<file path="config.mk">
export PLATFORM = sky130hd
export DESIGN_NAME = slab_free_list_allocator_unit_flat
export DESIGN_NICKNAME = d
export VERILOG_FILES = /design/src/rtl/core/sfl_pkg.sv /design/src/rtl/core/sfl_req_if.sv /design/src/rtl/core/sfl_rsp_if.sv /design/src/rtl/core/sfl_front.sv /design/src/rtl/core/sfl_back.sv /design/src/rtl/core/slab_free_list_allocator_unit.sv /design/src/flat_wrapper.sv
export SDC_FILE = /design/constraint.sdc
export NUM_CORES = 1
export LEC_CHECK = 0
export ABC_CLOCK_PERIOD_IN_PS = 7050
export BUFFER_PORTS_ARGS = -buffer_cell sky130_fd_sc_hd__buf_4
export CELL_PAD_IN_SITES_DETAIL_PLACEMENT = 0
export CELL_PAD_IN_SITES_GLOBAL_PLACEMENT = 1
export CORE_AREA = 8 8 231 188
export CTS_CLUSTER_DIAMETER = 150
export DETAILED_ROUTE_END_ITERATION = 16
export DIE_AREA = 0 0 239 196
export PLACE_DENSITY_LB_ADDON = 0.12
export SLEW_MARGIN = 20
export SYNTH_ARGS = -nofsm -noshare
export SYNTH_HDL_FRONTEND = slang
export SYNTH_SLANG_ARGS = --single-unit
</file>
<file path="constraint.sdc">
create_clock -name clk -period 7.05 [get_ports clk]
set_input_delay 1.0575 -clock clk [delete_from_list [all_inputs] [get_ports clk]]
set_output_delay 1.0575 -clock clk [all_outputs]
set_load 0.01 [all_outputs]
</file>
<file path="src/rtl/core/sfl_pkg.sv">
`timescale 1ns / 1ps
// shared types and constants of the slab free-list allocator
// no dependencies; every other file refers to this package by scoped names
package sfl_pkg;

    // fixed field widths
    localparam int HANDLE_W     = 6;
    localparam int HANDLE_DEPTH = 1 << HANDLE_W;
    localparam int STATUS_W     = 2;
    localparam int CFG_W        = 5;

    typedef logic [HANDLE_W-1:0] handle_t;
    typedef logic [STATUS_W-1:0] status_t;
    typedef logic [CFG_W-1:0]    cfg_t;

    // operation codes
    localparam logic OP_ALLOC = 1'b0;
    localparam logic OP_FREE  = 1'b1;

    // result status codes
    localparam status_t ST_OK      = 2'd0;
    localparam status_t ST_OOM     = 2'd1;
    localparam status_t ST_DOUBLE  = 2'd2;
    localparam status_t ST_FOREIGN = 2'd3;

    // objects per slab after reset
    localparam cfg_t CFG_RESET = 5'd16;

endpackage

</file>
<file path="src/rtl/core/sfl_req_if.sv">
`timescale 1ns / 1ps
// request channel of the allocator: valid/ready plus operation and handle
// depends on sfl_pkg
interface sfl_req_if;
    logic             valid;
    logic             ready;
    logic             operation;
    sfl_pkg::handle_t handle_in;

    modport source (output valid, output operation, output handle_in, input ready);
    modport sink   (input valid, input operation, input handle_in, output ready);
endinterface

</file>
<file path="src/rtl/core/sfl_rsp_if.sv">
`timescale 1ns / 1ps
// result channel of the allocator: valid/ready plus status and handle
// depends on sfl_pkg
interface sfl_rsp_if;
    logic             valid;
    logic             ready;
    sfl_pkg::status_t status;
    sfl_pkg::handle_t handle_out;

    modport source (output valid, output status, output handle_out, input ready);
    modport sink   (input valid, input status, input handle_out, output ready);
endinterface

</file>
<file path="src/rtl/core/sfl_front.sv">
`timescale 1ns / 1ps
// front end: accepts requests, splits the handle into slab and slot, queues them
// depends on sfl_pkg and sfl_req_if
module sfl_front #(
    parameter int SLOTS = 16,
    localparam int SLOT_W = (SLOTS > 1) ? $clog2(SLOTS) : 1
) (
    input  logic                       clk,
    input  logic                       rst_n,
    sfl_req_if.sink                    req,
    output logic                       cmd_valid,
    input  logic                       cmd_ready,
    output logic                       cmd_op,
    output sfl_pkg::handle_t           cmd_slab,
    output logic [SLOT_W-1:0]          cmd_slot
);

    localparam int QDEPTH = 2;

    // handle to slab / slot lookup, built at elaboration
    sfl_pkg::handle_t  slab_lut [sfl_pkg::HANDLE_DEPTH];
    logic [SLOT_W-1:0] slot_lut [sfl_pkg::HANDLE_DEPTH];

    genvar h;
    generate
        for (h = 0; h < sfl_pkg::HANDLE_DEPTH; h++)
        begin : g_lut
            assign slab_lut[h] = sfl_pkg::HANDLE_W'(h / SLOTS);
            assign slot_lut[h] = SLOT_W'(h % SLOTS);
        end
    endgenerate

    // two-entry request queue
    logic                 q_op_reg   [QDEPTH];
    sfl_pkg::handle_t     q_slab_reg [QDEPTH];
    logic [SLOT_W-1:0]    q_slot_reg [QDEPTH];
    logic                 wr_ptr_reg, wr_ptr_next;
    logic                 rd_ptr_reg, rd_ptr_next;
    logic [1:0]           count_reg, count_next;
    logic                 push;
    logic                 pop;

    assign req.ready = (count_reg != 2'(QDEPTH));
    assign push      = req.valid && req.ready;
    assign cmd_valid = (count_reg != 2'd0);
    assign pop       = cmd_valid && cmd_ready;

    assign cmd_op   = q_op_reg[rd_ptr_reg];
    assign cmd_slab = q_slab_reg[rd_ptr_reg];
    assign cmd_slot = q_slot_reg[rd_ptr_reg];

    // pointer and fill count update
    always_comb
    begin
        wr_ptr_next = push ? ~wr_ptr_reg : wr_ptr_reg;
        rd_ptr_next = pop ? ~rd_ptr_reg : rd_ptr_reg;
        count_next  = count_reg;
        if (push && !pop)
        begin
            count_next = count_reg + 2'd1;
        end
        else if (pop && !push)
        begin
            count_next = count_reg - 2'd1;
        end
    end

    always_ff @(posedge clk or negedge rst_n)
    begin
        if (!rst_n)
        begin
            wr_ptr_reg <= 1'b0;
            rd_ptr_reg <= 1'b0;
            count_reg  <= 2'd0;
        end
        else
        begin
            wr_ptr_reg <= wr_ptr_next;
            rd_ptr_reg <= rd_ptr_next;
            count_reg  <= count_next;
        end
    end

    // queue payload, decoded on the way in
    always_ff @(posedge clk)
    begin
        if (push)
        begin
            q_op_reg[wr_ptr_reg]   <= req.operation;
            q_slab_reg[wr_ptr_reg] <= slab_lut[req.handle_in];
            q_slot_reg[wr_ptr_reg] <= slot_lut[req.handle_in];
        end
    end

endmodule

</file>
<file path="src/rtl/core/sfl_back.sv">
`timescale 1ns / 1ps
// back end: sequencer that searches slabs, fills new stacks, pops, scans and pushes
// depends on sfl_pkg; holds the free-slot stack memory and the per-slab depths
module sfl_back #(
    parameter int MAX_SLABS = 4,
    parameter int SLOTS     = 16,
    localparam int SLOT_W   = (SLOTS > 1) ? $clog2(SLOTS) : 1,
    localparam int CNT_W    = $clog2(SLOTS + 1)
) (
    input  logic                  clk,
    input  logic                  rst_n,
    input  logic [CNT_W-1:0]      eff_n,
    input  logic                  cmd_valid,
    output logic                  cmd_ready,
    input  logic                  cmd_op,
    input  sfl_pkg::handle_t      cmd_slab,
    input  logic [SLOT_W-1:0]     cmd_slot,
    output logic                  res_valid,
    input  logic                  res_ready,
    output sfl_pkg::status_t      res_status,
    output sfl_pkg::handle_t      res_handle
);

    localparam int SLAB_W    = (MAX_SLABS > 1) ? $clog2(MAX_SLABS) : 1;
    localparam int CRT_W     = $clog2(MAX_SLABS + 1);
    localparam int MEM_DEPTH = MAX_SLABS * SLOTS;
    localparam int ADDR_W    = (MEM_DEPTH > 1) ? $clog2(MEM_DEPTH) : 1;

    // sequencer states
    localparam logic [2:0] S_IDLE     = 3'd0;
    localparam logic [2:0] S_SEARCH   = 3'd1;
    localparam logic [2:0] S_FILL     = 3'd2;
    localparam logic [2:0] S_POP      = 3'd3;
    localparam logic [2:0] S_POP_WAIT = 3'd4;
    localparam logic [2:0] S_CHECK    = 3'd5;
    localparam logic [2:0] S_SCAN     = 3'd6;
    localparam logic [2:0] S_RESULT   = 3'd7;

    function automatic logic [ADDR_W-1:0] addr_of(input logic [SLAB_W-1:0] s,
                                                  input logic [CNT_W-1:0] i);
        addr_of = ADDR_W'(ADDR_W'(s) * ADDR_W'(SLOTS) + ADDR_W'(i));
    endfunction

    logic [2:0]             state_reg, state_next;
    logic [SLAB_W-1:0]      slab_reg, slab_next;
    sfl_pkg::handle_t       hslab_reg, hslab_next;
    logic [SLOT_W-1:0]      slot_reg, slot_next;
    logic [CNT_W-1:0]       idx_reg, idx_next;
    logic                   cmp_valid_reg, cmp_valid_next;
    logic [CRT_W-1:0]       created_reg, created_next;
    logic [CNT_W-1:0]       depth_reg [MAX_SLABS];
    logic [CNT_W-1:0]       depth_next [MAX_SLABS];
    sfl_pkg::status_t       status_reg, status_next;
    sfl_pkg::handle_t       handle_reg, handle_next;

    // free-slot stack memory, one region of SLOTS entries per slab
    logic [SLOT_W-1:0]      stack_mem [MEM_DEPTH];
    logic [SLOT_W-1:0]      rd_data_reg;
    logic                   mem_we;
    logic [ADDR_W-1:0]      mem_waddr;
    logic [SLOT_W-1:0]      mem_wdata;
    logic                   mem_re;
    logic [ADDR_W-1:0]      mem_raddr;

    logic [CNT_W-1:0]       cur_depth;
    logic                   match;

    assign cur_depth  = depth_reg[slab_reg];
    assign match      = cmp_valid_reg && (rd_data_reg == slot_reg);
    assign cmd_ready  = (state_reg == S_IDLE);
    assign res_valid  = (state_reg == S_RESULT);
    assign res_status = status_reg;
    assign res_handle = handle_reg;

    // sequencer
    always_comb
    begin
        state_next     = state_reg;
        slab_next      = slab_reg;
        hslab_next     = hslab_reg;
        slot_next      = slot_reg;
        idx_next       = idx_reg;
        cmp_valid_next = cmp_valid_reg;
        created_next   = created_reg;
        depth_next     = depth_reg;
        status_next    = status_reg;
        handle_next    = handle_reg;
        mem_we         = 1'b0;
        mem_waddr      = addr_of(slab_reg, idx_reg);
        mem_wdata      = SLOT_W'(idx_reg);
        mem_re         = 1'b0;
        mem_raddr      = addr_of(slab_reg, idx_reg);

        case (state_reg)
            S_IDLE:
            begin
                if (cmd_valid)
                begin
                    hslab_next = cmd_slab;
                    slot_next  = cmd_slot;
                    if (cmd_op == sfl_pkg::OP_ALLOC)
                    begin
                        // start the search at the newest slab
                        slab_next  = (created_reg == '0) ? '0 : SLAB_W'(created_reg - 1'b1);
                        state_next = S_SEARCH;
                    end
                    else
                    begin
                        state_next = S_CHECK;
                    end
                end
            end

            // one slab per cycle, newest to oldest
            S_SEARCH:
            begin
                if (created_reg != '0 && cur_depth != '0)
                begin
                    state_next = S_POP;
                end
                else if (created_reg != '0 && slab_reg != '0)
                begin
                    slab_next = slab_reg - 1'b1;
                end
                else if (32'(created_reg) >= MAX_SLABS)
                begin
                    status_next = sfl_pkg::ST_OOM;
                    handle_next = '0;
                    state_next  = S_RESULT;
                end
                else
                begin
                    slab_next  = SLAB_W'(created_reg);
                    idx_next   = '0;
                    state_next = S_FILL;
                end
            end

            // new slab: write slots 0..n-1 in order
            S_FILL:
            begin
                mem_we = 1'b1;
                if (idx_reg == eff_n - 1'b1)
                begin
                    depth_next[slab_reg] = eff_n;
                    created_next         = created_reg + 1'b1;
                    state_next           = S_POP;
                end
                else
                begin
                    idx_next = idx_reg + 1'b1;
                end
            end

            // pop the top of the chosen stack
            S_POP:
            begin
                depth_next[slab_reg] = cur_depth - 1'b1;
                mem_re               = 1'b1;
                mem_raddr            = addr_of(slab_reg, cur_depth - 1'b1);
                state_next           = S_POP_WAIT;
            end

            S_POP_WAIT:
            begin
                status_next = sfl_pkg::ST_OK;
                handle_next = sfl_pkg::HANDLE_W'(sfl_pkg::HANDLE_W'(slab_reg)
                              * sfl_pkg::HANDLE_W'(SLOTS)
                              + sfl_pkg::HANDLE_W'(rd_data_reg));
                state_next  = S_RESULT;
            end

            // ownership check on free
            S_CHECK:
            begin
                if (32'(hslab_reg) >= 32'(created_reg) || 32'(slot_reg) >= 32'(eff_n))
                begin
                    status_next = sfl_pkg::ST_FOREIGN;
                    handle_next = '0;
                    state_next  = S_RESULT;
                end
                else
                begin
                    slab_next      = SLAB_W'(hslab_reg);
                    idx_next       = '0;
                    cmp_valid_next = 1'b0;
                    state_next     = S_SCAN;
                end
            end

            // read one entry per cycle, compare the one read the cycle before
            S_SCAN:
            begin
                if (match)
                begin
                    cmp_valid_next = 1'b0;
                    status_next    = sfl_pkg::ST_DOUBLE;
                    handle_next    = '0;
                    state_next     = S_RESULT;
                end
                else if (idx_reg < cur_depth)
                begin
                    mem_re         = 1'b1;
                    idx_next       = idx_reg + 1'b1;
                    cmp_valid_next = 1'b1;
                end
                else
                begin
                    cmp_valid_next = 1'b0;
                    handle_next    = '0;
                    state_next     = S_RESULT;
                    if (cur_depth >= eff_n)
                    begin
                        status_next = sfl_pkg::ST_DOUBLE;
                    end
                    else
                    begin
                        mem_we               = 1'b1;
                        mem_waddr            = addr_of(slab_reg, cur_depth);
                        mem_wdata            = slot_reg;
                        depth_next[slab_reg] = cur_depth + 1'b1;
                        status_next          = sfl_pkg::ST_OK;
                    end
                end
            end

            S_RESULT:
            begin
                if (res_ready)
                begin
                    state_next = S_IDLE;
                end
            end

            default:
            begin
                state_next = S_IDLE;
            end
        endcase
    end

    // control state
    always_ff @(posedge clk or negedge rst_n)
    begin
        if (!rst_n)
        begin
            state_reg     <= S_IDLE;
            cmp_valid_reg <= 1'b0;
            created_reg   <= '0;
            for (int i = 0; i < MAX_SLABS; i++)
            begin
                depth_reg[i] <= '0;
            end
        end
        else
        begin
            state_reg     <= state_next;
            cmp_valid_reg <= cmp_valid_next;
            created_reg   <= created_next;
            depth_reg     <= depth_next;
        end
    end

    // working payload
    always_ff @(posedge clk)
    begin
        slab_reg   <= slab_next;
        hslab_reg  <= hslab_next;
        slot_reg   <= slot_next;
        idx_reg    <= idx_next;
        status_reg <= status_next;
        handle_reg <= handle_next;
    end

    // stack memory, one write and one registered read port
    always_ff @(posedge clk)
    begin
        if (mem_we)
        begin
            stack_mem[mem_waddr] <= mem_wdata;
        end
        if (mem_re)
        begin
            rd_data_reg <= stack_mem[mem_raddr];
        end
    end

endmodule

</file>
<file path="src/rtl/core/slab_free_list_allocator_unit.sv">
`timescale 1ns / 1ps
// slab free-list allocator top level: config register, output register, checks
// depends on sfl_pkg, sfl_req_if, sfl_rsp_if, sfl_front and sfl_back
//
// usage
//   req carries one request: operation 0 allocates a handle, 1 frees handle_in.
//   rsp returns one result per request, in order: status and handle_out
//   (handle is slab * SLOTS + slot on a good allocate, zero otherwise).
//   cfg_we / cfg_wdata write slots_in_use (objects per slab); write only while
//   no request is outstanding. 0 acts as 1, values above SLOTS act as SLOTS.
// operation
//   a two-entry queue takes requests while the sequencer works.
//   allocate: searches the slabs newest to oldest (up to MAX_SLABS), fills a
//   new slab stack with n entries if none has a free slot, then pops one.
//   free: checks ownership, then scans the slab's stack (up to n entries) and pushes.
//   one request is worked at a time; the stack walk sets the rate.
// reset
//   all slabs are released and slots_in_use returns to 16; the stack memory
//   needs no clearing pass.
// stalls
//   a finished result waits in the output register while rsp.ready is low;
//   the sequencer holds its next result until that register frees.
module slab_free_list_allocator_unit #(
    parameter int MAX_SLABS = 4,
    parameter int SLOTS     = 16
) (
    input  logic              clk,
    input  logic              rst_n,
    sfl_req_if.sink           req,
    sfl_rsp_if.source         rsp,
    input  logic              cfg_we,
    input  sfl_pkg::cfg_t     cfg_wdata
);

    localparam int SLOT_W = (SLOTS > 1) ? $clog2(SLOTS) : 1;
    localparam int CNT_W  = $clog2(SLOTS + 1);

    sfl_pkg::cfg_t        cfg_reg, cfg_next;
    logic [CNT_W-1:0]     eff_n;

    logic                 cmd_valid;
    logic                 cmd_ready;
    logic                 cmd_op;
    sfl_pkg::handle_t     cmd_slab;
    logic [SLOT_W-1:0]    cmd_slot;

    logic                 res_valid;
    logic                 res_ready;
    sfl_pkg::status_t     res_status;
    sfl_pkg::handle_t     res_handle;

    logic                 out_valid_reg, out_valid_next;
    sfl_pkg::status_t     out_status_reg;
    sfl_pkg::handle_t     out_handle_reg;

    // configuration register and its clamped value
    assign cfg_next = cfg_we ? cfg_wdata : cfg_reg;

    always_comb
    begin
        if (cfg_reg == '0)
        begin
            eff_n = CNT_W'(1);
        end
        else if (32'(cfg_reg) > SLOTS)
        begin
            eff_n = CNT_W'(SLOTS);
        end
        else
        begin
            eff_n = CNT_W'(cfg_reg);
        end
    end

    // front end and sequencer
    sfl_front #(
        .SLOTS     (SLOTS)
    ) u_front (
        .clk       (clk),
        .rst_n     (rst_n),
        .req       (req),
        .cmd_valid (cmd_valid),
        .cmd_ready (cmd_ready),
        .cmd_op    (cmd_op),
        .cmd_slab  (cmd_slab),
        .cmd_slot  (cmd_slot)
    );

    sfl_back #(
        .MAX_SLABS  (MAX_SLABS),
        .SLOTS      (SLOTS)
    ) u_back (
        .clk        (clk),
        .rst_n      (rst_n),
        .eff_n      (eff_n),
        .cmd_valid  (cmd_valid),
        .cmd_ready  (cmd_ready),
        .cmd_op     (cmd_op),
        .cmd_slab   (cmd_slab),
        .cmd_slot   (cmd_slot),
        .res_valid  (res_valid),
        .res_ready  (res_ready),
        .res_status (res_status),
        .res_handle (res_handle)
    );

    // output register
    assign res_ready      = !out_valid_reg || rsp.ready;
    assign out_valid_next = res_valid ? 1'b1 : (out_valid_reg && !rsp.ready);

    always_ff @(posedge clk or negedge rst_n)
    begin
        if (!rst_n)
        begin
            cfg_reg       <= sfl_pkg::CFG_RESET;
            out_valid_reg <= 1'b0;
        end
        else
        begin
            cfg_reg       <= cfg_next;
            out_valid_reg <= out_valid_next;
        end
    end

    always_ff @(posedge clk)
    begin
        if (res_valid && res_ready)
        begin
            out_status_reg <= res_status;
            out_handle_reg <= res_handle;
        end
    end

    assign rsp.valid      = out_valid_reg;
    assign rsp.status     = out_status_reg;
    assign rsp.handle_out = out_handle_reg;

    // checks
    a_handle_zero_unless_ok: assert property (@(posedge clk) disable iff (!rst_n)
        rsp.valid && (rsp.status != sfl_pkg::ST_OK) |-> rsp.handle_out == '0)
        else $error("nonzero handle on a failed request");

    a_result_lands: assert property (@(posedge clk) disable iff (!rst_n)
        res_valid && res_ready |=> rsp.valid)
        else $error("sequencer result not captured by output register");

    a_eff_n_range: assert property (@(posedge clk) disable iff (!rst_n)
        eff_n != '0 && 32'(eff_n) <= SLOTS)
        else $error("effective slot count out of range");

endmodule
</file>
<file path="src/flat_wrapper.sv">
// flat-port wrapper written by rule: the top's interface ports become plain ports
module slab_free_list_allocator_unit_flat 
#(
    parameter int MAX_SLABS = 4,
    parameter int SLOTS     = 16
)
  (clk, rst_n, cfg_we, cfg_wdata, req_valid, req_operation, req_handle_in, req_ready, rsp_valid, rsp_status, rsp_handle_out, rsp_ready);
  sfl_req_if req_i ();
  sfl_rsp_if rsp_i ();
  input  logic clk;
  input  logic rst_n;
  input  logic cfg_we;
  input  sfl_pkg::cfg_t cfg_wdata;
  input wire logic [$bits(req_i.valid)-1:0] req_valid;
  input wire logic [$bits(req_i.operation)-1:0] req_operation;
  input wire logic [$bits(req_i.handle_in)-1:0] req_handle_in;
  output wire logic [$bits(req_i.ready)-1:0] req_ready;
  output wire logic [$bits(rsp_i.valid)-1:0] rsp_valid;
  output wire logic [$bits(rsp_i.status)-1:0] rsp_status;
  output wire logic [$bits(rsp_i.handle_out)-1:0] rsp_handle_out;
  input wire logic [$bits(rsp_i.ready)-1:0] rsp_ready;
  assign req_i.valid = req_valid;
  assign req_i.operation = req_operation;
  assign req_i.handle_in = req_handle_in;
  assign req_ready = req_i.ready;
  assign rsp_valid = rsp_i.valid;
  assign rsp_status = rsp_i.status;
  assign rsp_handle_out = rsp_i.handle_out;
  assign rsp_i.ready = rsp_ready;
  slab_free_list_allocator_unit #(.MAX_SLABS(MAX_SLABS), .SLOTS(SLOTS)) u_core (.clk(clk), .rst_n(rst_n), .req(req_i), .rsp(rsp_i), .cfg_we(cfg_we), .cfg_wdata(cfg_wdata));
endmodule
</file>
Word level (Yosys, flattened, before mapping)
Memory sizes are Yosys's and may differ from the RTL's. A register that Yosys moved wholly into a read port is not among the register bits.
Cells that the tools add are included.
{"block": "op_classes", "n_addsub": 13, "n_lt_le_gt_ge": 9, "eq_ne": 28, "mux": 86, "n_bitwise": 4, "reduce_logical": 37}
{"op": "$mux 20", "count": 4}
{"op": "$mux 6", "count": 13}
{"op": "$bwmux 20", "count": 3}
{"op": "$mux 5", "count": 12}
{"op": "$pmux 20 s3", "count": 1}
{"op": "$mux 2", "count": 16}
{"op": "$ne 2x2->1 const B", "count": 16}
{"op": "$mux 3", "count": 9}
{"op": "$mux 4", "count": 6}
{"op": "$pmux 3 s8", "count": 1}
{"op": "$pmux 6 s4", "count": 1}
{"op": "$pmux 5 s4", "count": 1}
{"op": "$add 6x5->6", "count": 3}
{"op": "$eq 3x3->1 const B", "count": 4}
{"op": "$mux 1", "count": 12}
{"op": "$reduce_and 6->1", "count": 2}
{"op": "$add 5x1->5 const B", "count": 2}
{"op": "$bmux 5 s2", "count": 1}
{"op": "$demux 5 s2", "count": 1}
{"op": "$logic_and 1x1->1", "count": 10}
{"op": "$reduce_and 5->1", "count": 2}
{"op": "$sub 5x1->5 const B", "count": 2}
{"op": "$ne 3x3->1 const B", "count": 3}
{"op": "$reduce_bool 3->1", "count": 3}
{"op": "31 further kinds", "count": 49}
{"block": "word_totals", "regBits": 60, "mem_bits_rw": 278, "mem_bits_ro": 640, "in_bits": 17, "output_inout_bits": 10, "elab_cells": 201, "mem_count": 6}
{"name": "(name not given)", "words": 64, "word_bits": 6, "read_ports": 1, "rd_clocked_by_memory_dff": 0, "write_ports": 0, "line_no": "sfl_front.sv:90", "source": "q_slab_reg[wr_ptr_reg] <= slab_lut[req.handle_in];"}
{"name": "(name not given)", "words": 64, "word_bits": 4, "read_ports": 1, "rd_clocked_by_memory_dff": 0, "write_ports": 0, "line_no": "sfl_front.sv:91", "source": "q_slot_reg[wr_ptr_reg] <= slot_lut[req.handle_in];"}
{"name": "u_core.u_back.stack_mem", "words": 64, "word_bits": 4, "read_ports": 1, "rd_clocked_by_memory_dff": 1, "write_ports": 1, "line_no": "sfl_back.sv:57", "source": "logic [SLOT_W-1:0] stack_mem [MEM_DEPTH];"}
{"name": "u_core.u_front.q_slab_reg", "words": 2, "word_bits": 6, "read_ports": 1, "rd_clocked_by_memory_dff": 1, "write_ports": 1, "line_no": "sfl_front.sv:35", "source": "sfl_pkg::handle_t q_slab_reg [QDEPTH];"}
{"name": "u_core.u_front.q_slot_reg", "words": 2, "word_bits": 4, "read_ports": 1, "rd_clocked_by_memory_dff": 1, "write_ports": 1, "line_no": "sfl_front.sv:36", "source": "logic [SLOT_W-1:0] q_slot_reg [QDEPTH];"}
{"name": "u_core.u_front.q_op_reg", "words": 2, "word_bits": 1, "read_ports": 1, "rd_clocked_by_memory_dff": 0, "write_ports": 1, "line_no": "sfl_front.sv:34", "source": "logic q_op_reg [QDEPTH];"}

Depth between registers and ports, before layout
Gate-level depths: netlist of the first run.
{"block": "depth", "word_depth": 11, "depth_mapped": 17, "ltp_nobuf": 14}

By module
From an unflattened synthesis of the first run, not the netlist that was laid out.
{"block": "unflattened", "cells_unflattened": 1075, "hier_area_um2": 15826.4}
{"mod": "sfl_back", "instances": 1, "cells_per_inst": 1000, "area_per_inst_um2": 14575.2, "seq_area_each_um2": 9233.9}
{"mod": "sfl_front", "instances": 1, "cells_per_inst": 45, "area_per_inst_um2": 749.5, "seq_area_each_um2": 520.5}
{"mod": "slab_free_list_allocator_unit", "instances": 1, "cells_per_inst": 30, "area_per_inst_um2": 501.7, "seq_area_each_um2": 391.6}

Worst setup path before layout of the first run
OpenSTA, ideal clock, no wires.
{"block": "synth_path", "path_kind": "register to register", "startpoint": "reg u_core.u_back.slab_reg[0]", "endpoint": "mem u_core.u_back.stack_mem[0][0] in the netlist's numbering (data pin)", "setup_time_ns": 0.702, "arrival_time_ns": 5.083, "required_time_ns": 6.348, "path_slack_ns": 1.266, "path_stages_with_launch": 11, "path_buffers": 3, "synth_period_minus_slack_ns": 5.784, "path_cell_list": "edfxtp_1 buf_6 mux4_2 clkbuf_1 inv_1 ha_1 a2111o_1 o22ai_1 a2111oi_4 buf_2 o21ai_0"}
{"block": "synth_via", "elab_chain_len": 9, "elab_cells_between_ends": 10, "cone_classes": "order compare (2); mux (7); bitwise (1)"}
{"element": "start: declaration", "line_no": "sfl_back.sv:45", "source": "logic [SLAB_W-1:0] slab_reg, slab_next;"}
{"element": "start signal: assignment", "line_no": "sfl_back.sv:267", "source": "slab_reg <= slab_next;"}
{"element": "$not 2->3 (not written as such) (*)", "line_no": "sfl_back.sv:68", "source": "assign cur_depth = depth_reg[slab_reg];"}
{"element": "$bmux 5 s2 (*)", "line_no": "sfl_back.sv:68"}
{"element": "$mux 5 (not written as such) (*) (2 in series)", "line_no": "sfl_back.sv:68"}
{"element": "$ge 5x5->1", "line_no": "sfl_back.sv:212", "source": "if (cur_depth >= eff_n)"}
{"element": "$mux 4", "line_no": "sfl_back.sv:212"}
{"element": "$mux 4 (*)", "line_no": "sfl_back.sv:201", "source": "else if (idx_reg < cur_depth)"}
{"element": "$mux 4 (*)", "line_no": "sfl_back.sv:194", "source": "if (match)"}
{"element": "$mux 4 (*)", "line_no": "sfl_back.sv:94", "source": "case (state_reg)"}
{"element": "via u_core.u_back.mem_wdata[0]", "line_no": "sfl_back.sv:61", "source": "logic [SLOT_W-1:0] mem_wdata;"}
{"element": "end: declaration", "line_no": "sfl_back.sv:57"}
The timed path passes the listed nets; every way through them passes the cells marked *. The select of a mux whose other input is x is not followed.

Final worst setup path of the first run
{"block": "layout_path", "startpoint": "reg u_core.u_back.slab_reg[0]", "endpoint": "reg u_core.u_back.rd_data_reg[0] (read register of u_core.u_back.stack_mem) (data pin)"}
{"block": "layout_via", "elab_chain_len": 8, "elab_cells_between_ends": 12, "cone_classes": "add/sub (3); order compare (1); mux (7); bitwise (1)"}
{"element": "parallel branches: the longest is 8 deep, another holds $add 6x5->6"}
{"element": "end: declaration", "line_no": "sfl_back.sv:58", "source": "logic [SLOT_W-1:0] rd_data_reg;"}
Several ways; the timed one is not identified. The select of a mux whose other input is x is not followed.
A chain may end at the register's enable or synchronous reset.

==> run metrics, run 1 <==
status=finished, final reports clean; Tmin final=roughly 5.7 ns; ys async rst share=between 10% and 20%; post-DP HPWL=a little over 30 mm; Setup CP Type=reg -> reg; Worst-Margin Slew=1.082 ns; hold buffers post-CTS=0; Synth area leaders=edfxtp_1 (58%), dfrtp_1 (5.8%), nand2_1 (5.3%); synth warn=0; Fillers=3,736; Post-Place Cells=around 1,800; initial antenna violation count=0; Num CTS Buffers=38; Avg Cell Area, Syn=between 10 and 15 µm²; routed wire length per instance=about 25 µm; Initial DRT Pass Iterations=5; total congestion overflow=0; Core Region=between 30,000 and 40,000 µm²; Die Wd=approximately 240 µm; sequential fraction of the synthesis area=64.06%; Root Buffer=clkbuf_16; drt total wl=about 46 mm; Final Hold Violating Endpoints=0; synth-to-layout area growth=12.62%; die height=between 150 and 200 µm; Synth Cell Area=between 15,000 and 20,000 µm²; EDFF count, synth=~300; Fin Hold WS=around 0.42 ns; die area=46,840 µm²; Sink Count=340; Worst Hold Class=reg -> reg; Starting Density=39.16%; DR iter-0 viols=between 900 and 1,000; flip-flop count of the largest register after layout=between 200 and 300; register area=~10,000 µm²; Worst Path Arrival=around 5.9 ns; number of vias per cell=5.592; pin count of the biggest net entering global routing=65; P_sw=~3.9 mW; clk_lat worst skew=roughly 0.54 ns; area share of the leading cell type in the synthesized netlist=58.14%; dominant cell type by area after synthesis=edfxtp_1; maximum clock rate=between 150 and 200 MHz; crit end category=flop; final antenna-violating net count=0; Setup crit start kind=flop; Synth Register Bits=340; Tcrit/Tclk final=approximately 80%; area of the multi-input gates=about 5200 µm²; Clk pwr share=a little over a fifth; Cell Count, Final, Fillers Out=1,834; clock tree buffer depth=3; num rows=66; Port Buffers=26; pre-CTS setup slack=roughly 1.5 ns; most frequent cells in the layout=edfxtp_1 (303), nand2_1 (222), nor2_1 (102); post-layout net count=around 1,300; clk slew on worst S/H paths=~0.06 ns; H-tree depth=2; Total Routing Usage GR=19.65%; routability congestion estimate=0.8224; synth unique cells=66; vias in the first global route=about 10,000; I/O pin count=27; CP max FO=20; first-pass GRT wire length=between 60 and 70 mm; Pwr per Cell Area=~520 nW/µm²; Cells after Synth=~1,200; Sw Share=~43%; max_cap viols=0; commonest non-fill, non-tap cell in the layout=edfxtp_1; relative slew slack=between 20% and 30%; sequential share of power=roughly 33%; Final setup violation count=0; Internal=between 5 and 6 mW; RSZ-0062 raised after global routing=no; P_leak=~6 nW; Combinational Power Share=between 40% and 50%; vias=approximately 10,000; DR DRC count=0; layout cells sized above 1=approximately 14%; setup TNS=0 ns; # resized after CTS=0; setup ws final=around 1.4 ns; post-CTS setup buffers=0; Final Skew=about 0.019 ns; CP required=about 7.3 ns; syn_nets=between 1,000 and 1,500; PnR Total Power=approximately 9 mW; CTS tree=built; main flop type after synthesis=edfxtp_1; maximum VDD drop=202.0 µV; fin. max-slew vios=0
critical path, cell delays in order, from the launching register on:
cell	delay, ns
edfxtp_1	0.87
mux4_2	0.73
inv_1	0.18
ha_1	0.37
nand2_1	0.11
nor3_1	0.40
nand2b_1	0.23
ha_1	0.30
mux2_2	0.51
nor2_1	0.89
o21ai_0	0.22
a31o_2	0.30
nand3_1	0.13
o311ai_1	0.11
metal layers:
metal	GRT usage, %	vias up	share of wire [%]
met3	4.179	55	7.6
met5	0	-	0
met1	30.98	5174	50
met4	4.425	0	1.7
li1	-	4659	-
met2	27.08	367	41
cell families after synthesis:
logic type / Yosys count / share of synthesized area (%)
adders and majority gates: 29 / 2.319
AOI/OAI and AO/OA: 163 / 7.451
and+or+nand+nor: 493 / 14.14
xor gates and xnor gates: 26 / 1.575
muxes: 96 / 7.635
DFF: 340 / 64.06
buffers and inverters: 94 / 2.814
Yosys cell counts (all sizes together) (8+ instances only):
cell type,instances
nor3,11
nand4,11
nand2,226
o211ai,10
edfxtp,303
xor2,8
nor2b,8
ha,29
mux4,12
mux2i,40
o21a,9
dfrtp,36
nand3,64
a21oi,23
inv,19
nor2,102
nand2b,12
a211oi,8
xnor2,18
mux2,44
o21ai,31
buf,40
clkbuf,35
and3,32
a311oi,16
a31oi,14
path summary, 6_finish.rpt:
check / start / to / slack [ns] / cells past startpoint
setup / recovery: u_core.u_back.slab_reg[0] / u_core.u_back.rd_data_reg[0] / 1.39 / 13
hold / removal: u_core.u_back.res_handle[0] / u_core.rsp.handle_out[0] / 0.42 / 0
setup reg to reg: u_core.u_back.slab_reg[0] / u_core.u_back.rd_data_reg[0] / 1.39 / 13
hold reg to reg: u_core.u_back.res_handle[0] / u_core.rsp.handle_out[0] / 0.42 / 0
max in group asynchronous: rst_n / u_core.cfg_reg[4] / 6.17 / 1
min in group asynchronous: rst_n / u_core.cfg_reg[3] / 0.50 / 1
stage by stage:
stage | instance area (µm²) | util, %
2_1_floorplan | 15650 | -
3_3_place_gp | 16430 | 41.10
3_5_place_dp | 16430 | 41.10
4_1_cts | 17610 | 44.06
5_1_grt | 17620 | 44.09
6_report | 17620 | 44.10
power groups by stage:
| stage | sequential (mW) | combinational, mW | clock [mW] |
|---|---|---|---|
| after floorplan | 2.94 | 2.74 | 0 |
| after global placement | 3.03 | 4.24 | 0 |
| after detailed placement | 3.03 | 4.24 | 0 |
| after CTS | 2.99 | 4.26 | 1.94 |
| after global routing | 3.02 | 4.60 | 2.02 |
| final | 2.99 | 4.26 | 1.91 |
final cells by class:
cell class	instances	area share (%)
antenna	1	0.01420
clock buffer	55	6.105
clock inverter	14	0.6105
inverter	19	0.4047
multi-input combinational	807	29.75
sequential	340	56.89
tap	544	3.862
timing repair buffer	54	2.371
Note: power is estimated with default switching activity, not from simulation.
==> run 2: changes to the inputs <==
Settings changed: ABC_CLOCK_PERIOD_IN_PS 7050 to 5600.
Clock period 7.05 ns to 5.6 ns, I/O delays scaled along.
==> run 2 against run 1 <==
Compared with the run above: combinational power increased by 37%; core utilization increased by 0.75 points; sequential share of layout area decreased by 0.95 points; global-route usage increased by 0.31 points; count of clock-buffer cells in the layout decreased by 12; first-iteration DRC count increased by 0.61%; clock power increased by 34%; register-to-register slack got worse by 0.77 ns; hold slack got worse by 0.14 ns; largest cell class unchanged; largest power group unchanged.
==> run metrics, run 2 (synthesis gave the netlist of run 1 again) <==
Starting Density=39.16% (unchanged); Tmin final=4.973 ns (was 5.657 ns); Worst path slowest cell=mux4_2 (was nor2_1); maximum VDD drop=342.3 µV (was 202.0 µV); drt total wl=47.38 mm (was 46.27 mm); Total Routing Usage GR=19.97% (was 19.65%); layout cells sized above 1=16.25% (was 14.27%); Worst R2R End=u_core.u_back.rd_data_reg[2] (was u_core.u_back.rd_data_reg[0]); # resized after CTS=0 (unchanged); first-pass GRT wire length=69.32 mm (was 68.42 mm); die area=46,840 µm² (unchanged); die height=196 µm (unchanged); routability congestion estimate=0.8564 (was 0.8224); post-layout net count=1,329 (was 1,306); Post-Place Cells=1,787 (was 1,764); synth-to-layout area growth=14.53% (was 12.62%); Cell Count, Final, Fillers Out=1,855 (was 1,834); flip-flop count of the largest register after layout=256 (unchanged); CP required=5.85 ns (was 7.32 ns); most frequent cells in the layout=edfxtp_1 (303), nand2_1 (222), nor2_1 (102) (unchanged); Final setup violation count=0 (unchanged); I/O pin count=27 (unchanged); final antenna-violating net count=0 (unchanged); Critical R2R Launch=u_core.u_back.slab_reg[0] (unchanged); Tcrit/Tclk final=88.81% (was 80.24%); CP Cell Sequence=buf_4 > mux4_2 > inv_1 > ha_1 > nand2_1 > nor3_1 > nand2b_1 > ha_1 > mux2_2 > buf_4 > mux4_2 > a211o_1 > a311oi_1 > a31oi_1 (was mux4_2 > inv_1 > ha_1 > nand2_1 > nor3_1 > nand2b_1 > ha_1 > mux2_2 > nor2_1 > o21ai_0 > a31o_2 > nand3_1 > o311ai_1); Pwr per Cell Area=675.3 nW/µm² (was 519.6 nW/µm²); Worst Path Arrival=5.23 ns (was 5.93 ns); slowest stage delay, CP=0.66 ns (was 0.89 ns); post-CTS setup buffers=0 (unchanged); Final Hold Violating Endpoints=0 (unchanged); setup TNS=0 ns (unchanged); num rows=66 (unchanged); H-tree depth=2 (unchanged); vias in the first global route=10,110 (was 9,996); max_cap viols=0 (unchanged); Root Buffer=clkbuf_16 (unchanged); Setup crit start kind=flop (unchanged); crit end category=flop (unchanged); DR iter-0 viols=995 (was 989); Final Skew=0.01456 ns (was 0.01872 ns); total congestion overflow=0 (unchanged); status=finished, final reports clean (unchanged); post-DP HPWL=31.57 mm (was 30.30 mm); Port Buffers=26 (unchanged); reg2reg path depth=14 (was 13); clk_lat worst skew=0.55 ns (was 0.54 ns); initial antenna violation count=0 (unchanged); routed wire length per instance=25.54 µm (was 25.23 µm); fin. max-slew vios=0 (unchanged); Worst Hold Class=in -> async (was reg -> reg); CTS tree=built (unchanged); commonest non-fill, non-tap cell in the layout=edfxtp_1 (unchanged); CP max FO=19 (was 20); Num CTS Buffers=38 (unchanged); clock tree buffer depth=3 (unchanged); final design utilization=44.85% (was 44.10%); hold buffers post-CTS=0 (unchanged); Core Region=39,970 µm² (unchanged); clk slew on worst S/H paths=0.06 ns (about the same); ANT cells=0 (was 1); P_leak=6.318 nW (was 6.158 nW); number of vias per cell=5.604 (was 5.592); Fillers=3,723 (was 3,736); DR DRC count=0 (unchanged); Die Wd=239 µm (unchanged); vias=10,395 (was 10,255); relative slew slack=28.18% (was 27.89%); reg2reg setup slack=0.63 ns (was 1.39 ns); pin count of the biggest net entering global routing=65 (unchanged); Worst-Margin Slew=1.077 ns (was 1.082 ns); maximum clock rate=201.1 MHz (was 176.8 MHz); Sink Count=340 (unchanged); RSZ-0062 raised after global routing=no (unchanged); Initial DRT Pass Iterations=5 (unchanged); Setup CP Type=reg -> reg (unchanged)
## run 2: changes by cell type in the layout (fill, tap and decap cells not counted), moves of 3 or more
cell        delta
clkbuf_8       -4
bufinv_16      +4
buf_4         +20
clkbuf_1       -8
clkinvlp_4     +3
## run 2: worst max path at each step
stage,end,slack [ns],from
after CTS,u_core.u_back.rd_data_reg[0],0.67,u_core.u_back.slab_reg[0]
after detailed placement,u_core.u_back.rd_data_reg[0],0.66,u_core.u_back.slab_reg[0]
after floorplan,u_core.u_back.stack_mem[0][0],0.92,u_core.u_back.slab_reg[0]
final,u_core.u_back.rd_data_reg[2],0.63,u_core.u_back.slab_reg[0]
after global routing,u_core.u_back.rd_data_reg[0],0.36,u_core.u_back.slab_reg[0]
after global placement,u_core.u_back.rd_data_reg[0],0.58,u_core.u_back.slab_reg[0]
## run 2: per-layer routing
layer / global-route usage [%] / routed length, µm / vias to the layer above
met3: 4.950 / 3858 / 63
met1: 30.55 / 22970 / 5268
met5: 0 / 0 / -
met2: 28.01 / 19620 / 365
met4: 4.651 / 932 / 0
li1: - / - / 4699
## run 2: cell type report
type / instances / area (µm²) / area share, %
well taps: 544 / 680.7 / 3.797
multi-input cells: 807 / 5249 / 29.28
clock buffers: 43 / 991.0 / 5.528
repair buffers: 77 / 635.6 / 3.546
flip-flops and latches: 340 / 10030 / 55.93
inverters: 19 / 71.32 / 0.3979
clock inverters: 25 / 271.5 / 1.515
## run 2: where the power goes
part           total [mW]  internal [mW]  switching [mW]
registers            3.72           3.53           0.183
clock network        2.55           1.51            1.03
logic                5.84           1.87            3.97
## run 2: stage by stage
step	hold WS (ns)	setup slack [ns]	power, mW	cell area [µm²]
3_3_place_gp	0.4066	0.5818	9.573	16620
4_1_cts	0.2895	0.6681	12.13	17910
6_report	0.2841	0.6265	12.10	17920
5_1_grt	0.3128	0.3558	12.68	17920
3_5_place_dp	0.4066	0.6643	9.579	16650
2_1_floorplan	0.4003	0.9179	7.150	15650
## run 2: critical path, delay by kind of cell, from the launching register on
kind | cells | cell delay, ns
buffers and inverters | 3 | 0.70
multiplexers | 3 | 1.31
adder cells (fa/ha/maj) | 2 | 0.68
AO/OA/AOI/OAI | 3 | 0.82
AND/OR/NAND/NOR | 3 | 0.81
flip-flops | 1 | 0.36
==> run 3: changes to the inputs <==
Settings changed: GPL_TIMING_DRIVEN set to 0.
==> run 3 against run 2 <==
Compared with the run above: final cell count rose by 1.6%; die area did not move; sequential cell count did not move; sequential share of layout area barely moved; largest cell class unchanged.
==> run metrics, run 3 (synthesis gave the netlist of run 1 again) <==
status=finished, final reports clean (unchanged); relative slew slack=28.94% (was 28.18%); final antenna-violating net count=0 (unchanged); Clk pwr share=20.5% (was 21.0%); most frequent cells in the layout=edfxtp_1 (303), nand2_1 (222), nor2_1 (102) (unchanged); clk_lat worst skew=0.56 ns (was 0.55 ns); commonest non-fill, non-tap cell in the layout=edfxtp_1 (unchanged); post-layout net count=1,357 (was 1,329); die area=46,840 µm² (unchanged); flip-flop count of the largest register after layout=256 (unchanged); drt total wl=52.66 mm (was 47.38 mm); synth-to-layout area growth=14.50% (was 14.53%); Internal=6.830 mW (was 6.916 mW); Worst Hold Class=in -> async (unchanged); DR DRC count=0 (unchanged); Core Region=39,970 µm² (unchanged); first-pass GRT wire length=75.54 mm (was 69.32 mm); Setup CP Type=reg -> reg (unchanged); Cell Count, Final, Fillers Out=1,885 (was 1,855); Final Skew=0.02395 ns (was 0.01456 ns); Initial DRT Pass Iterations=5 (unchanged); Post-Place Cell Area=16,630 µm² (was 16,650 µm²); maximum clock rate=181.6 MHz (was 201.1 MHz); Final Hold Violating Endpoints=0 (unchanged); Tmin final=5.506 ns (was 4.973 ns); post-route cell area=17,920 µm² (about the same); total congestion overflow=0 (unchanged); num rows=66 (unchanged); reg2reg path depth=17 (was 14); clk slew on worst S/H paths=0.07 ns (was 0.06 ns); vias in the first global route=10,494 (was 10,110); max_cap viols=0 (unchanged); RSZ-0062 raised after global routing=no (unchanged); post-DP HPWL=35.44 mm (was 31.57 mm); PnR Total Power=12.44 mW (was 12.10 mW); Tcrit/Tclk final=98.33% (was 88.81%); Combinational Power Share=49.8% (was 48.3%); Critical R2R Launch=u_core.u_back.slab_reg[1] (was u_core.u_back.slab_reg[0]); pre-CTS setup slack=-0.8963 ns (was 0.6643 ns); clock tree buffer depth=3 (unchanged); Port Buffers=26 (unchanged); Total Routing Usage GR=22.30% (was 19.97%); layout cells sized above 1=15.37% (was 16.25%); Pwr per Cell Area=694.3 nW/µm² (was 675.3 nW/µm²); vias=10,831 (was 10,395); Worst Path Arrival=5.85 ns (was 5.23 ns); Worst path slowest cell=mux4_2 (unchanged); initial antenna violation count=2 (was 0); Worst-Margin Slew=1.052 ns (was 1.077 ns); H-tree depth=2 (unchanged); routability congestion estimate=0.9020 (was 0.8564); Sink Count=340 (unchanged); fin. max-slew vios=0 (unchanged); Setup crit start kind=flop (unchanged); setup ws final=0.09379 ns (was 0.6265 ns); Sw Share=45.11% (was 42.86%); CP required=5.94 ns (was 5.85 ns); number of vias per cell=5.746 (was 5.604); P_leak=6.329 nW (was 6.318 nW); setup TNS=0 ns (unchanged); sequential share of power=29.7% (was 30.7%); Post-Place Cells=1,815 (was 1,787); I/O pin count=27 (unchanged); CTS tree=built (unchanged); crit end category=flop (unchanged); reg2reg setup slack=0.09 ns (was 0.63 ns); pin count of the biggest net entering global routing=65 (unchanged); maximum VDD drop=304.9 µV (was 342.3 µV); P_sw=5.612 mW (was 5.188 mW); die height=196 µm (unchanged); CP Buf/Inv Count=4 (was 3); crit-path leading delay family=buffers and inverters (was multiplexers); Die Wd=239 µm (unchanged); slowest stage delay, CP=0.50 ns (was 0.66 ns); Starting Density=39.16% (unchanged); Worst R2R End=u_core.u_back.rd_data_reg[0] (was u_core.u_back.rd_data_reg[2]); CP max FO=10 (was 19); routed wire length per instance=27.93 µm (was 25.54 µm); Final setup violation count=0 (unchanged); Num CTS Buffers=38 (unchanged); CP Cell Sequence=clkbuf_4 > mux4_2 > inv_1 > ha_1 > nand2_1 > nor3_4 > nand2b_1 > ha_1 > mux2i_1 > clkbuf_4 > nor2_1 > clkbuf_2 > o211ai_1 > o21ai_1 > nor4_1 > o211ai_1 > o311ai_1 (was buf_4 > mux4_2 > inv_1 > ha_1 > nand2_1 > nor3_1 > nand2b_1 > ha_1 > mux2_2 > buf_4 > mux4_2 > a211o_1 > a311oi_1 > a31oi_1); DR iter-0 viols=1,229 (was 995); Root Buffer=clkbuf_16 (unchanged)
-- run 3: cell types whose count changed in the layout (fill, tap and decap cells not counted), moves of 4 or more --
cell,previous run,this run
buf_2,0,27
buf_4,73,31
clkbuf_1,4,32
buf_6,0,6
buf_1,0,4
clkbuf_2,0,7
-- run 3: worst max-delay path by stage --
stage,slack [ns],start,endpoint,cells after the start
2_1_floorplan,0.92,u_core.u_back.slab_reg[0],u_core.u_back.stack_mem[0][0],10
3_3_place_gp,-2.09,u_core.u_back.slab_reg[0],u_core.u_back.stack_mem[51][0],10
3_5_place_dp,-0.90,u_core.u_back.slab_reg[0],u_core.u_back.rd_data_reg[0],17
4_1_cts,0.03,u_core.u_back.slab_reg[0],u_core.u_back.rd_data_reg[0],17
5_1_grt,0.008,u_core.u_back.slab_reg[1],u_core.u_back.rd_data_reg[0],17
6_report,0.09,u_core.u_back.slab_reg[1],u_core.u_back.rd_data_reg[0],17
-- run 3: metal layers --
| layer | up-vias | wire (µm) | track usage [%] |
|---|---|---|---|
| met1 | 5521 | 25120 | 34.89 |
| met2 | 476 | 21320 | 30.47 |
| met3 | 74 | 5099 | 5.399 |
| met4 | 0 | 1117 | 5.238 |
| li1 | 4760 | - | - |
| met5 | - | 0 | 0 |
-- run 3: timing repair --
item,CTS,global route
hold buffers,0,0
setup buffers,0,1
pin swaps,0,0
endpoints found under the hold margin,0,0
endpoints found under the setup margin,4,4
resized for setup,12,2
-- run 3: area by class of cell --
type,instances,area [µm²]
fillers,3757,22050
flip-flops and latches,340,10030
multi-input cells,807,5231
clock buffers,45,998.5
well taps,544,680.7
plain buffers,74,382.9
repair buffers,31,270.3
clock inverters,24,256.5
inverters,19,71.32
diodes,1,2.502
-- run 3: worst register-to-register path: cells and delay by family, from the launching register on --
kind | cells | cell delay (ns)
compound gates | 4 | 0.76
mux | 2 | 0.83
flops | 1 | 0.47
fa+ha+maj | 2 | 0.70
buf+inv | 4 | 1.33
simple gates | 5 | 1.23
-- run 3: per-stage QoR --
step | hold slack (ns) | util (%)
finish | 0.2811 | 44.83
global route | 0.3180 | 44.83
CTS | 0.2870 | 44.79
detailed placement | 0.4045 | 41.60
global placement | 0.4065 | 41.35
floorplan | 0.4003 | -
-- run 3: power by group through the flow --
| stage | Sequential [mW] | Clock (mW) | Combinational [mW] |
|---|---|---|---|
| after CTS | 3.69 | 2.58 | 6.04 |
| after detailed placement | 3.74 | 0 | 5.99 |
| after global routing | 3.72 | 2.68 | 6.51 |
| after global placement | 3.79 | 0 | 5.87 |
| final | 3.69 | 2.55 | 6.20 |
| after floorplan | 3.69 | 0 | 3.46 |
